--- src/sv/wsl_pkg.sv ---
// Shared types and constants for the wildcard socket lookup table.
`default_nettype none

package wsl_pkg;

    localparam int DEFAULT_TABLE_DEPTH = 16;
    localparam int MAX_RESULTS         = 16;
    localparam int RES_CNT_W           = $clog2(MAX_RESULTS);

    localparam int REQ_W    = 2;
    localparam int ID_W     = 16;
    localparam int PROTO_W  = 16;
    localparam int ADDR_W   = 32;
    localparam int STATUS_W = 2;

    localparam logic [REQ_W-1:0] REQ_ADD     = 2'd0;
    localparam logic [REQ_W-1:0] REQ_CONNECT = 2'd1;
    localparam logic [REQ_W-1:0] REQ_REMOVE  = 2'd2;
    localparam logic [REQ_W-1:0] REQ_FIND    = 2'd3;

    localparam logic [STATUS_W-1:0] STATUS_OK        = 2'd0;
    localparam logic [STATUS_W-1:0] STATUS_NOT_FOUND = 2'd1;
    localparam logic [STATUS_W-1:0] STATUS_DUPLICATE = 2'd2;
    localparam logic [STATUS_W-1:0] STATUS_FULL      = 2'd3;

    // Fields of one table entry that are written together by an add.
    typedef struct packed {
        logic [ID_W-1:0]    sock_id;
        logic [PROTO_W-1:0] proto_id;
        logic [ADDR_W-1:0]  local_addr;
    } wsl_entry_t;

    // Write enables for the two table memories.
    typedef struct packed {
        logic entry_we;
        logic remote_we;
    } wsl_we_t;

endpackage

`default_nettype wire

--- src/sv/wsl_table_mem.sv ---
// Table storage: entry memory and remote address memory, one read and one write port each.
`default_nettype none

module wsl_table_mem #(
    parameter int DEPTH = wsl_pkg::DEFAULT_TABLE_DEPTH,
    parameter int IDX_W = 4
) (
    input  wire                         clk,
    input  wire                         rd_en,
    input  wire  [IDX_W-1:0]            rd_addr,
    output wsl_pkg::wsl_entry_t         rd_entry,
    output logic [wsl_pkg::ADDR_W-1:0]  rd_remote,
    input  wsl_pkg::wsl_we_t            we,
    input  wire  [IDX_W-1:0]            wr_addr,
    input  wsl_pkg::wsl_entry_t         wr_entry,
    input  wire  [wsl_pkg::ADDR_W-1:0]  wr_remote
);
    import wsl_pkg::*;

    wsl_entry_t        entry_mem [DEPTH];
    logic [ADDR_W-1:0] remote_mem [DEPTH];

    wsl_entry_t        rd_entry_reg;
    logic [ADDR_W-1:0] rd_remote_reg;

    always_ff @(posedge clk)
    begin
        if (we.entry_we)
        begin
            entry_mem[wr_addr] <= wr_entry;
        end
        if (we.remote_we)
        begin
            remote_mem[wr_addr] <= wr_remote;
        end
        if (rd_en)
        begin
            rd_entry_reg  <= entry_mem[rd_addr];
            rd_remote_reg <= remote_mem[rd_addr];
        end
    end

    assign rd_entry  = rd_entry_reg;
    assign rd_remote = rd_remote_reg;

endmodule

`default_nettype wire

--- src/sv/wildcard_socket_lookup_table.sv ---
// Wildcard socket lookup table: top level with the request sequencer and table memories.
// Add, connect and remove: one scan of the whole table, then the drain state, the write state when
// the table is written, and the emit state, which loads the result; the next transfer can be taken in the cycle after.
// A find takes one table pass per emitted result (at least one), since the table memory has a single
// read port; a stalled receiver holds the block in the emit state and so lengthens the find.
// Reset clears all valid marks at once; entry contents stay undefined until written.
`default_nettype none

module wildcard_socket_lookup_table #(
    parameter int TABLE_DEPTH = wsl_pkg::DEFAULT_TABLE_DEPTH
) (
    input  wire                           clk,
    input  wire                           rst_n,
    input  wire                           in_valid,
    output logic                          in_stall,
    input  wire  [wsl_pkg::REQ_W-1:0]     req_type,
    input  wire  [wsl_pkg::ID_W-1:0]      sock_id,
    input  wire  [wsl_pkg::PROTO_W-1:0]   proto_id,
    input  wire  [wsl_pkg::ADDR_W-1:0]    local_addr,
    input  wire  [wsl_pkg::ADDR_W-1:0]    remote_addr,
    output logic                          out_valid,
    input  wire                           out_stall,
    output logic [wsl_pkg::STATUS_W-1:0]  status,
    output logic                          match_valid,
    output logic [wsl_pkg::ID_W-1:0]      match_sock_id,
    output logic                          last
);
    import wsl_pkg::*;

    localparam int IDX_W = (TABLE_DEPTH > 1) ? $clog2(TABLE_DEPTH) : 1;
    localparam logic [IDX_W-1:0] LAST_IDX = IDX_W'(TABLE_DEPTH - 1);
    localparam logic [RES_CNT_W-1:0] LAST_RES = RES_CNT_W'(MAX_RESULTS - 1);

    // Candidate count of a find pass saturates at two: we only need to know
    // whether the smallest candidate is the only one left.
    localparam logic [1:0] CNT_NONE = 2'd0;
    localparam logic [1:0] CNT_ONE  = 2'd1;
    localparam logic [1:0] CNT_MANY = 2'd2;

    typedef enum logic [2:0] {
        S_IDLE,
        S_SCAN,
        S_DRAIN,
        S_WRITE,
        S_EMIT
    } state_t;

    // Request registers, captured at the input transfer.
    state_t               state_reg, state_next;
    logic [REQ_W-1:0]     req_reg, req_next;
    logic [ID_W-1:0]      qid_reg, qid_next;
    logic [PROTO_W-1:0]   qproto_reg, qproto_next;
    logic [ADDR_W-1:0]    qlocal_reg, qlocal_next;
    logic [ADDR_W-1:0]    qremote_reg, qremote_next;

    // Scan pipeline: the read issued in one cycle returns data in the next.
    logic [IDX_W-1:0]     scan_idx_reg, scan_idx_next;
    logic                 rd_pend_reg, rd_pend_next;
    logic [IDX_W-1:0]     rd_idx_reg, rd_idx_next;

    // Pass accumulators.
    logic                 hit_reg, hit_next;
    logic [IDX_W-1:0]     hit_slot_reg, hit_slot_next;
    logic                 free_found_reg, free_found_next;
    logic [IDX_W-1:0]     free_slot_reg, free_slot_next;
    logic [1:0]           cnt_reg, cnt_next;
    logic [ID_W-1:0]      min_id_reg, min_id_next;
    logic [ID_W-1:0]      prev_id_reg, prev_id_next;
    logic                 first_pass_reg, first_pass_next;
    logic [RES_CNT_W-1:0] emit_cnt_reg, emit_cnt_next;
    logic [STATUS_W-1:0]  res_status_reg, res_status_next;

    // Valid marks, one flip-flop per slot.
    logic [TABLE_DEPTH-1:0] valid_reg, valid_next;

    // Output register.
    logic                 out_valid_reg, out_valid_next;
    logic [STATUS_W-1:0]  out_status_reg, out_status_next;
    logic                 out_mv_reg, out_mv_next;
    logic [ID_W-1:0]      out_id_reg, out_id_next;
    logic                 out_last_reg, out_last_next;

    // Memory interface.
    logic                 rd_en;
    wsl_entry_t           rd_entry;
    logic [ADDR_W-1:0]    rd_remote;
    wsl_we_t              mem_we;
    logic [IDX_W-1:0]     wr_addr;
    wsl_entry_t           wr_entry;
    logic [ADDR_W-1:0]    wr_remote;

    // Per-entry evaluation of the word that came back from the memory.
    logic                 ent_valid;
    logic                 ent_id_hit;
    logic                 ent_match;
    logic                 in_xfer;
    logic                 out_free;
    logic                 emit_last;

    wsl_table_mem #(
        .DEPTH (TABLE_DEPTH),
        .IDX_W (IDX_W)
    ) u_mem (
        .clk       (clk),
        .rd_en     (rd_en),
        .rd_addr   (scan_idx_reg),
        .rd_entry  (rd_entry),
        .rd_remote (rd_remote),
        .we        (mem_we),
        .wr_addr   (wr_addr),
        .wr_entry  (wr_entry),
        .wr_remote (wr_remote)
    );

    assign in_stall = (state_reg != S_IDLE);
    assign in_xfer  = in_valid && !in_stall;
    assign out_free = !out_valid_reg || !out_stall;
    assign rd_en    = (state_reg == S_SCAN);

    // Valid marks do not change during a pass, so the mark of the slot whose
    // data is returning can be read directly.
    assign ent_valid  = rd_pend_reg && valid_reg[rd_idx_reg];
    assign ent_id_hit = ent_valid && (rd_entry.sock_id == qid_reg);

    // A zero address in the table is a wildcard. After the first result of
    // a find, only ids above the last one emitted are candidates; ids in the
    // table are unique, so this walks the matches in ascending order.
    assign ent_match = ent_valid
                    && (rd_entry.proto_id == qproto_reg)
                    && ((rd_entry.local_addr == '0) || (rd_entry.local_addr == qlocal_reg))
                    && ((rd_remote == '0) || (rd_remote == qremote_reg))
                    && (first_pass_reg || (rd_entry.sock_id > prev_id_reg));

    assign emit_last = (cnt_reg == CNT_ONE) || (emit_cnt_reg == LAST_RES);

    // Table writes happen only in the write state, where no read is in flight.
    assign wr_entry  = '{sock_id: qid_reg, proto_id: qproto_reg, local_addr: qlocal_reg};
    assign wr_remote = (req_reg == REQ_CONNECT) ? qremote_reg : '0;
    assign wr_addr   = (req_reg == REQ_ADD) ? free_slot_reg : hit_slot_reg;

    always_comb
    begin
        mem_we.entry_we  = 1'b0;
        mem_we.remote_we = 1'b0;
        if (state_reg == S_WRITE)
        begin
            mem_we.entry_we  = (req_reg == REQ_ADD);
            mem_we.remote_we = (req_reg == REQ_ADD) || (req_reg == REQ_CONNECT);
        end
    end

    always_comb
    begin
        state_next      = state_reg;
        req_next        = req_reg;
        qid_next        = qid_reg;
        qproto_next     = qproto_reg;
        qlocal_next     = qlocal_reg;
        qremote_next    = qremote_reg;
        scan_idx_next   = scan_idx_reg;
        rd_pend_next    = 1'b0;
        rd_idx_next     = rd_idx_reg;
        hit_next        = hit_reg;
        hit_slot_next   = hit_slot_reg;
        free_found_next = free_found_reg;
        free_slot_next  = free_slot_reg;
        cnt_next        = cnt_reg;
        min_id_next     = min_id_reg;
        prev_id_next    = prev_id_reg;
        first_pass_next = first_pass_reg;
        emit_cnt_next   = emit_cnt_reg;
        res_status_next = res_status_reg;
        valid_next      = valid_reg;
        out_valid_next  = out_valid_reg && out_stall;
        out_status_next = out_status_reg;
        out_mv_next     = out_mv_reg;
        out_id_next     = out_id_reg;
        out_last_next   = out_last_reg;

        // Fold the returning entry into the pass accumulators.
        if (ent_id_hit)
        begin
            hit_next      = 1'b1;
            hit_slot_next = rd_idx_reg;
        end
        if (rd_pend_reg && !valid_reg[rd_idx_reg] && !free_found_reg)
        begin
            free_found_next = 1'b1;
            free_slot_next  = rd_idx_reg;
        end
        if (ent_match)
        begin
            if (cnt_reg == CNT_NONE)
            begin
                cnt_next    = CNT_ONE;
                min_id_next = rd_entry.sock_id;
            end
            else
            begin
                cnt_next = CNT_MANY;
                if (rd_entry.sock_id < min_id_reg)
                begin
                    min_id_next = rd_entry.sock_id;
                end
            end
        end

        case (state_reg)
            S_IDLE:
            begin
                if (in_xfer)
                begin
                    req_next        = req_type;
                    qid_next        = sock_id;
                    qproto_next     = proto_id;
                    qlocal_next     = local_addr;
                    qremote_next    = remote_addr;
                    scan_idx_next   = '0;
                    hit_next        = 1'b0;
                    free_found_next = 1'b0;
                    cnt_next        = CNT_NONE;
                    first_pass_next = 1'b1;
                    emit_cnt_next   = '0;
                    state_next      = S_SCAN;
                end
            end

            S_SCAN:
            begin
                rd_pend_next = 1'b1;
                rd_idx_next  = scan_idx_reg;
                if (scan_idx_reg == LAST_IDX)
                begin
                    state_next = S_DRAIN;
                end
                else
                begin
                    scan_idx_next = scan_idx_reg + 1'b1;
                end
            end

            S_DRAIN:
            begin
                // The last entry of the pass is folded in this cycle, so the
                // decision looks at the updated accumulators.
                res_status_next = STATUS_OK;
                state_next      = S_EMIT;
                case (req_reg)
                    REQ_ADD:
                    begin
                        if (hit_next)
                        begin
                            res_status_next = STATUS_DUPLICATE;
                        end
                        else if (!free_found_next)
                        begin
                            res_status_next = STATUS_FULL;
                        end
                        else
                        begin
                            state_next = S_WRITE;
                        end
                    end
                    REQ_CONNECT, REQ_REMOVE:
                    begin
                        if (hit_next)
                        begin
                            state_next = S_WRITE;
                        end
                        else
                        begin
                            res_status_next = STATUS_NOT_FOUND;
                        end
                    end
                    default:
                    begin
                        res_status_next = STATUS_OK;
                    end
                endcase
            end

            S_WRITE:
            begin
                if (req_reg == REQ_ADD)
                begin
                    valid_next[free_slot_reg] = 1'b1;
                end
                else if (req_reg == REQ_REMOVE)
                begin
                    valid_next[hit_slot_reg] = 1'b0;
                end
                state_next = S_EMIT;
            end

            S_EMIT:
            begin
                if (out_free)
                begin
                    out_valid_next  = 1'b1;
                    out_status_next = res_status_reg;
                    if ((req_reg == REQ_FIND) && (cnt_reg != CNT_NONE))
                    begin
                        out_mv_next   = 1'b1;
                        out_id_next   = min_id_reg;
                        out_last_next = emit_last;
                        if (emit_last)
                        begin
                            state_next = S_IDLE;
                        end
                        else
                        begin
                            // Start the next pass for the following larger id.
                            prev_id_next    = min_id_reg;
                            first_pass_next = 1'b0;
                            cnt_next        = CNT_NONE;
                            emit_cnt_next   = emit_cnt_reg + 1'b1;
                            scan_idx_next   = '0;
                            state_next      = S_SCAN;
                        end
                    end
                    else
                    begin
                        out_mv_next   = 1'b0;
                        out_id_next   = '0;
                        out_last_next = 1'b1;
                        state_next    = S_IDLE;
                    end
                end
            end

            default:
            begin
                state_next = S_IDLE;
            end
        endcase
    end

    always_ff @(posedge clk or negedge rst_n)
    begin
        if (!rst_n)
        begin
            state_reg      <= S_IDLE;
            rd_pend_reg    <= 1'b0;
            valid_reg      <= '0;
            out_valid_reg  <= 1'b0;
        end
        else
        begin
            state_reg      <= state_next;
            rd_pend_reg    <= rd_pend_next;
            valid_reg      <= valid_next;
            out_valid_reg  <= out_valid_next;
        end
    end

    always_ff @(posedge clk)
    begin
        req_reg        <= req_next;
        qid_reg        <= qid_next;
        qproto_reg     <= qproto_next;
        qlocal_reg     <= qlocal_next;
        qremote_reg    <= qremote_next;
        scan_idx_reg   <= scan_idx_next;
        rd_idx_reg     <= rd_idx_next;
        hit_reg        <= hit_next;
        hit_slot_reg   <= hit_slot_next;
        free_found_reg <= free_found_next;
        free_slot_reg  <= free_slot_next;
        cnt_reg        <= cnt_next;
        min_id_reg     <= min_id_next;
        prev_id_reg    <= prev_id_next;
        first_pass_reg <= first_pass_next;
        emit_cnt_reg   <= emit_cnt_next;
        res_status_reg <= res_status_next;
        out_status_reg <= out_status_next;
        out_mv_reg     <= out_mv_next;
        out_id_reg     <= out_id_next;
        out_last_reg   <= out_last_next;
    end

    assign out_valid     = out_valid_reg;
    assign status        = out_status_reg;
    assign match_valid   = out_mv_reg;
    assign match_sock_id = out_id_reg;
    assign last          = out_last_reg;

endmodule

`default_nettype wire

--- config.mk ---
export PLATFORM = sky130hd
export DESIGN_NAME = wildcard_socket_lookup_table
export DESIGN_NICKNAME = d
export VERILOG_FILES = /design/src/sv/wsl_pkg.sv /design/src/sv/wsl_table_mem.sv /design/src/sv/wildcard_socket_lookup_table.sv
export SDC_FILE = /design/constraint.sdc
export NUM_CORES = 2
export LEC_CHECK = 0
export BUFFER_PORTS_ARGS = -buffer_cell sky130_fd_sc_hd__buf_2
export CAP_MARGIN = 0
export CELL_PAD_IN_SITES_DETAIL_PLACEMENT = 1
export CELL_PAD_IN_SITES_GLOBAL_PLACEMENT = 1
export CORE_AREA = 3 3 360 362
export CTS_CLUSTER_DIAMETER = 50
export DETAILED_ROUTE_END_ITERATION = 12
export DIE_AREA = 0 0 363 365
export MAX_ROUTING_LAYER = met4
export PLACE_DENSITY = 0.74
export SLEW_MARGIN = 30
export SYNTH_ARGS = -nofsm -noshare
export SYNTH_HDL_FRONTEND = slang
export SYNTH_SLANG_ARGS = --single-unit
--- constraint.sdc ---
create_clock -name clk -period 8.55 [get_ports clk]
set_input_delay 0.855 -clock clk [delete_from_list [all_inputs] [get_ports clk]]
set_output_delay 0.855 -clock clk [all_outputs]
set_load 0.02 [all_outputs]
==> results.cfg <==
[status]
outcome = completed

[detailed_routing]
wl_per_cell_um = 33.23
drt_first_pass_iters = 5
wl_um = 166700
vias = 32320
drtAntennaViolNets = 0
drc = 0
vias_per_cell = 6.443
drt_iter0_drc = 4284

[cts]
tritoncts = done
cts_buffer_depth = 3
cts_root_buffer = clkbuf_16
cts_inserted_buffers = 190
clk_pin_slew_ps = 60
cts-resized-gates = 0
cts_max_level = 4
cts.sinks = 1830
clk_latency_ps = 790

[synthesis]
synthAdderAreaFrac = 0.006657
synth-seq-cells = 1830
synth_compound_area_frac = 0.007179
synth_xor_area_frac = 0.01259
yosys-top-cells-area = edfxtp_1 78%, mux4_2 16%, xor2_1 1.2%
yosysWarnings = 0
synth_top_area_share = 0.7794
synth_area_leader_cell = edfxtp_1
syn-num-nets = 3077
synthArstFlopShare = 0.01148
synthMuxAreaShare = 0.1576
ys_seq_area_frac = 0.7881
synth-simple-area-share = 0.01866
avgSynthCellArea_sq_um = 23.67
ys_types = 47
synth_top_family_by_area = multiplexers
ys.flop_type = edfxtp_1
synth_edf_count = 1805
synth_cells = 2938
synth_area_sq_mm = 0.06954

[placement]
post-dp-hpwl_um = 87990
place_congestion = 0.7922
port_buffers = 123
place_ws_ps = 3727
placed_cells = 4675

[worst_setup_path]
required_ps = 9010
critPathTopFamily = simple AND/OR/NAND/NOR gates
crit_path_top_delay_cell = nor4_1
crit_fanout = 17
crit_path_start_kind = flip-flop
crit_buf_inv = 1
critical_path.max_stage_delay_ps = 780
arrival_ps = 5190
endpoint_kind = flip-flop
path_cells = xor2_1 -> nor4_1 -> nand3_1 -> a21oi_1 -> nand4_1 -> or4_1 -> nor3_2 -> buf_4
setup.worst_path.class = reg -> reg

[floorplanning]
rows = 131
fp.dieH_um = 365
die_area_sq_mm = 0.1325
fp.coreArea_sq_mm = 0.1270
num_io_pins = 124
start_util = 0.5475
die_x_um = 363

[cells_and_area]
layout_common_cells = 1805 x edfxtp_1, 480 x mux4_2, 191 x clkbuf_16, 123 x buf_2, 96 x xor2_1
largest_register_ffs = 1024
final_nets = 3347
drive_above_1_share = 0.2934
final_common_cell = edfxtp_1
final_cells = 5016
area_growth_pct = 13.15
n_antenna_cell = 0
nFillCells = 10000

[timing]
setup_tns_ps = 0
timing.fmax_mhz = 211.7
worst_pin_slew_ps = 998.2
relSlewSlack = 0.3345
hold_viol_final = 0
setup-violations-final = 0
finalCritPeriodShare = 0.5524
hold_ws_ps = 230.6
min_period_ps = 4723
rsz0062_at_grt = false
slew_violations = 0
final.setup_skew_ps = 31.10
layout_setup_ws_ps = 3827

[grt]
antenna_found_initial = 3
grt_first_pass_wirelength_um = 243400
grt_pass1_vias = 34870
grt_max_degree = 162
grt_overflow = 0
grtUsageTotal = 0.2654

[min_path]
hp-class = in -> reg

[power]
leakage_nw = 25.07
peakVddDrop_mv = 0.2881
power_density_mw_per_mm2 = 303.4

[flow_run]
maxCapViolations = 0
## final cells by class
class                           instances  area, sq um  share of cell area
Clock inverter                        112         1026             0.01304
Multi-Input combinational cell        951        14360              0.1825
Sequential cell                      1830        54810              0.6965
Tap cell                             1662         2079             0.02643
Timing Repair Buffer                  196         1341             0.01705
Clock buffer                          226         4921             0.06254
Inverter                               39        151.4            0.001924
## timing repair
item,4_1_cts,5_1_grt
hold buffers,1,0
endpoints found under the hold margin,8,0
setup buffers,0,0
## final timing paths
kind / depth (start not counted) / startpoint / to / slack [ps]
max: 8 / qproto_reg[11] / min_id_reg[6] / 3830
min: 1 / local_addr[19] / qlocal_reg[19] / 230
max reg2reg: 8 / qproto_reg[11] / min_id_reg[6] / 3830
min reg2reg: 0 / res_status_reg[1] / status[1] / 430
max in group asynchronous: 2 / rst_n / valid_reg[14] / 7600
min in group asynchronous: 2 / rst_n / out_valid / 570
## power breakdown
part / leakage (nW) / total, mW / switching, mW / internal [mW]
combinational: 5.41 / 4.99 / 2.43 / 2.55
clock: 2.90 / 7.89 / 3.38 / 4.51
sequential: 16.8 / 11.0 / 0.508 / 10.5
## worst reg2reg max path, delay by kind of cell, from the launching register on
kind | cells | cell delay, ps
AND/OR/NAND/NOR | 5 | 2610
flip-flops | 1 | 620
AO/OA/AOI/OAI | 1 | 610
buffers and inverters | 1 | 290
XOR/XNOR | 1 | 260
## Yosys cell counts (all sizes together), types with 2 or more instances
cell type and instances:
buf 42, dfrtp 21, nand2b 13, a21o 7
and2 51, dfxtp 4, nor2 66, mux2i 3
o22ai 4, or2 3, o21ai 34, nor3 10
xor2 96, nand3 13, ha 37, a211oi 3
or3 2, a2111oi 3, a31oi 5, nand4 14
nand2 25, mux4 484, edfxtp 1805, inv 39
xnor2 4, o31ai 3, and3 2, clkbuf 76
nor4 39, a21oi 16, nor2b 3
## logic make-up (layout without fill, tap and decap cells)
group	after synthesis	count (layout)
DFF	1830	1830
xor gates and xnor gates	100	100
buffers and inverters	157	573
muxes	488	488
AOI/OAI and AO/OA	81	81
and+or+nand+nor	245	245
adders and majority gates	37	37
## per-layer routing
| layer | vias to the layer above | share of wire | GRT usage |
|---|---|---|---|
| li1 | 12982 | - | - |
| met4 | 0 | 0.031 | 0.09020 |
| met3 | 309 | 0.074 | 0.04227 |
| met1 | 17420 | 0.39 | 0.3581 |
| met2 | 1609 | 0.50 | 0.4213 |
| met5 | - | 0 | - |
## stage by stage
step	cell area [sq um]	power, mW	util
detailed placement	72670	16.17	0.5721
finish	78690	23.87	0.6195
global placement	72580	15.97	0.5714
floorplan	69540	14.70	-
CTS	78630	24.11	0.6190
global route	78690	24.79	0.6195
No activity file was read; power rests on OpenSTA's default activity.
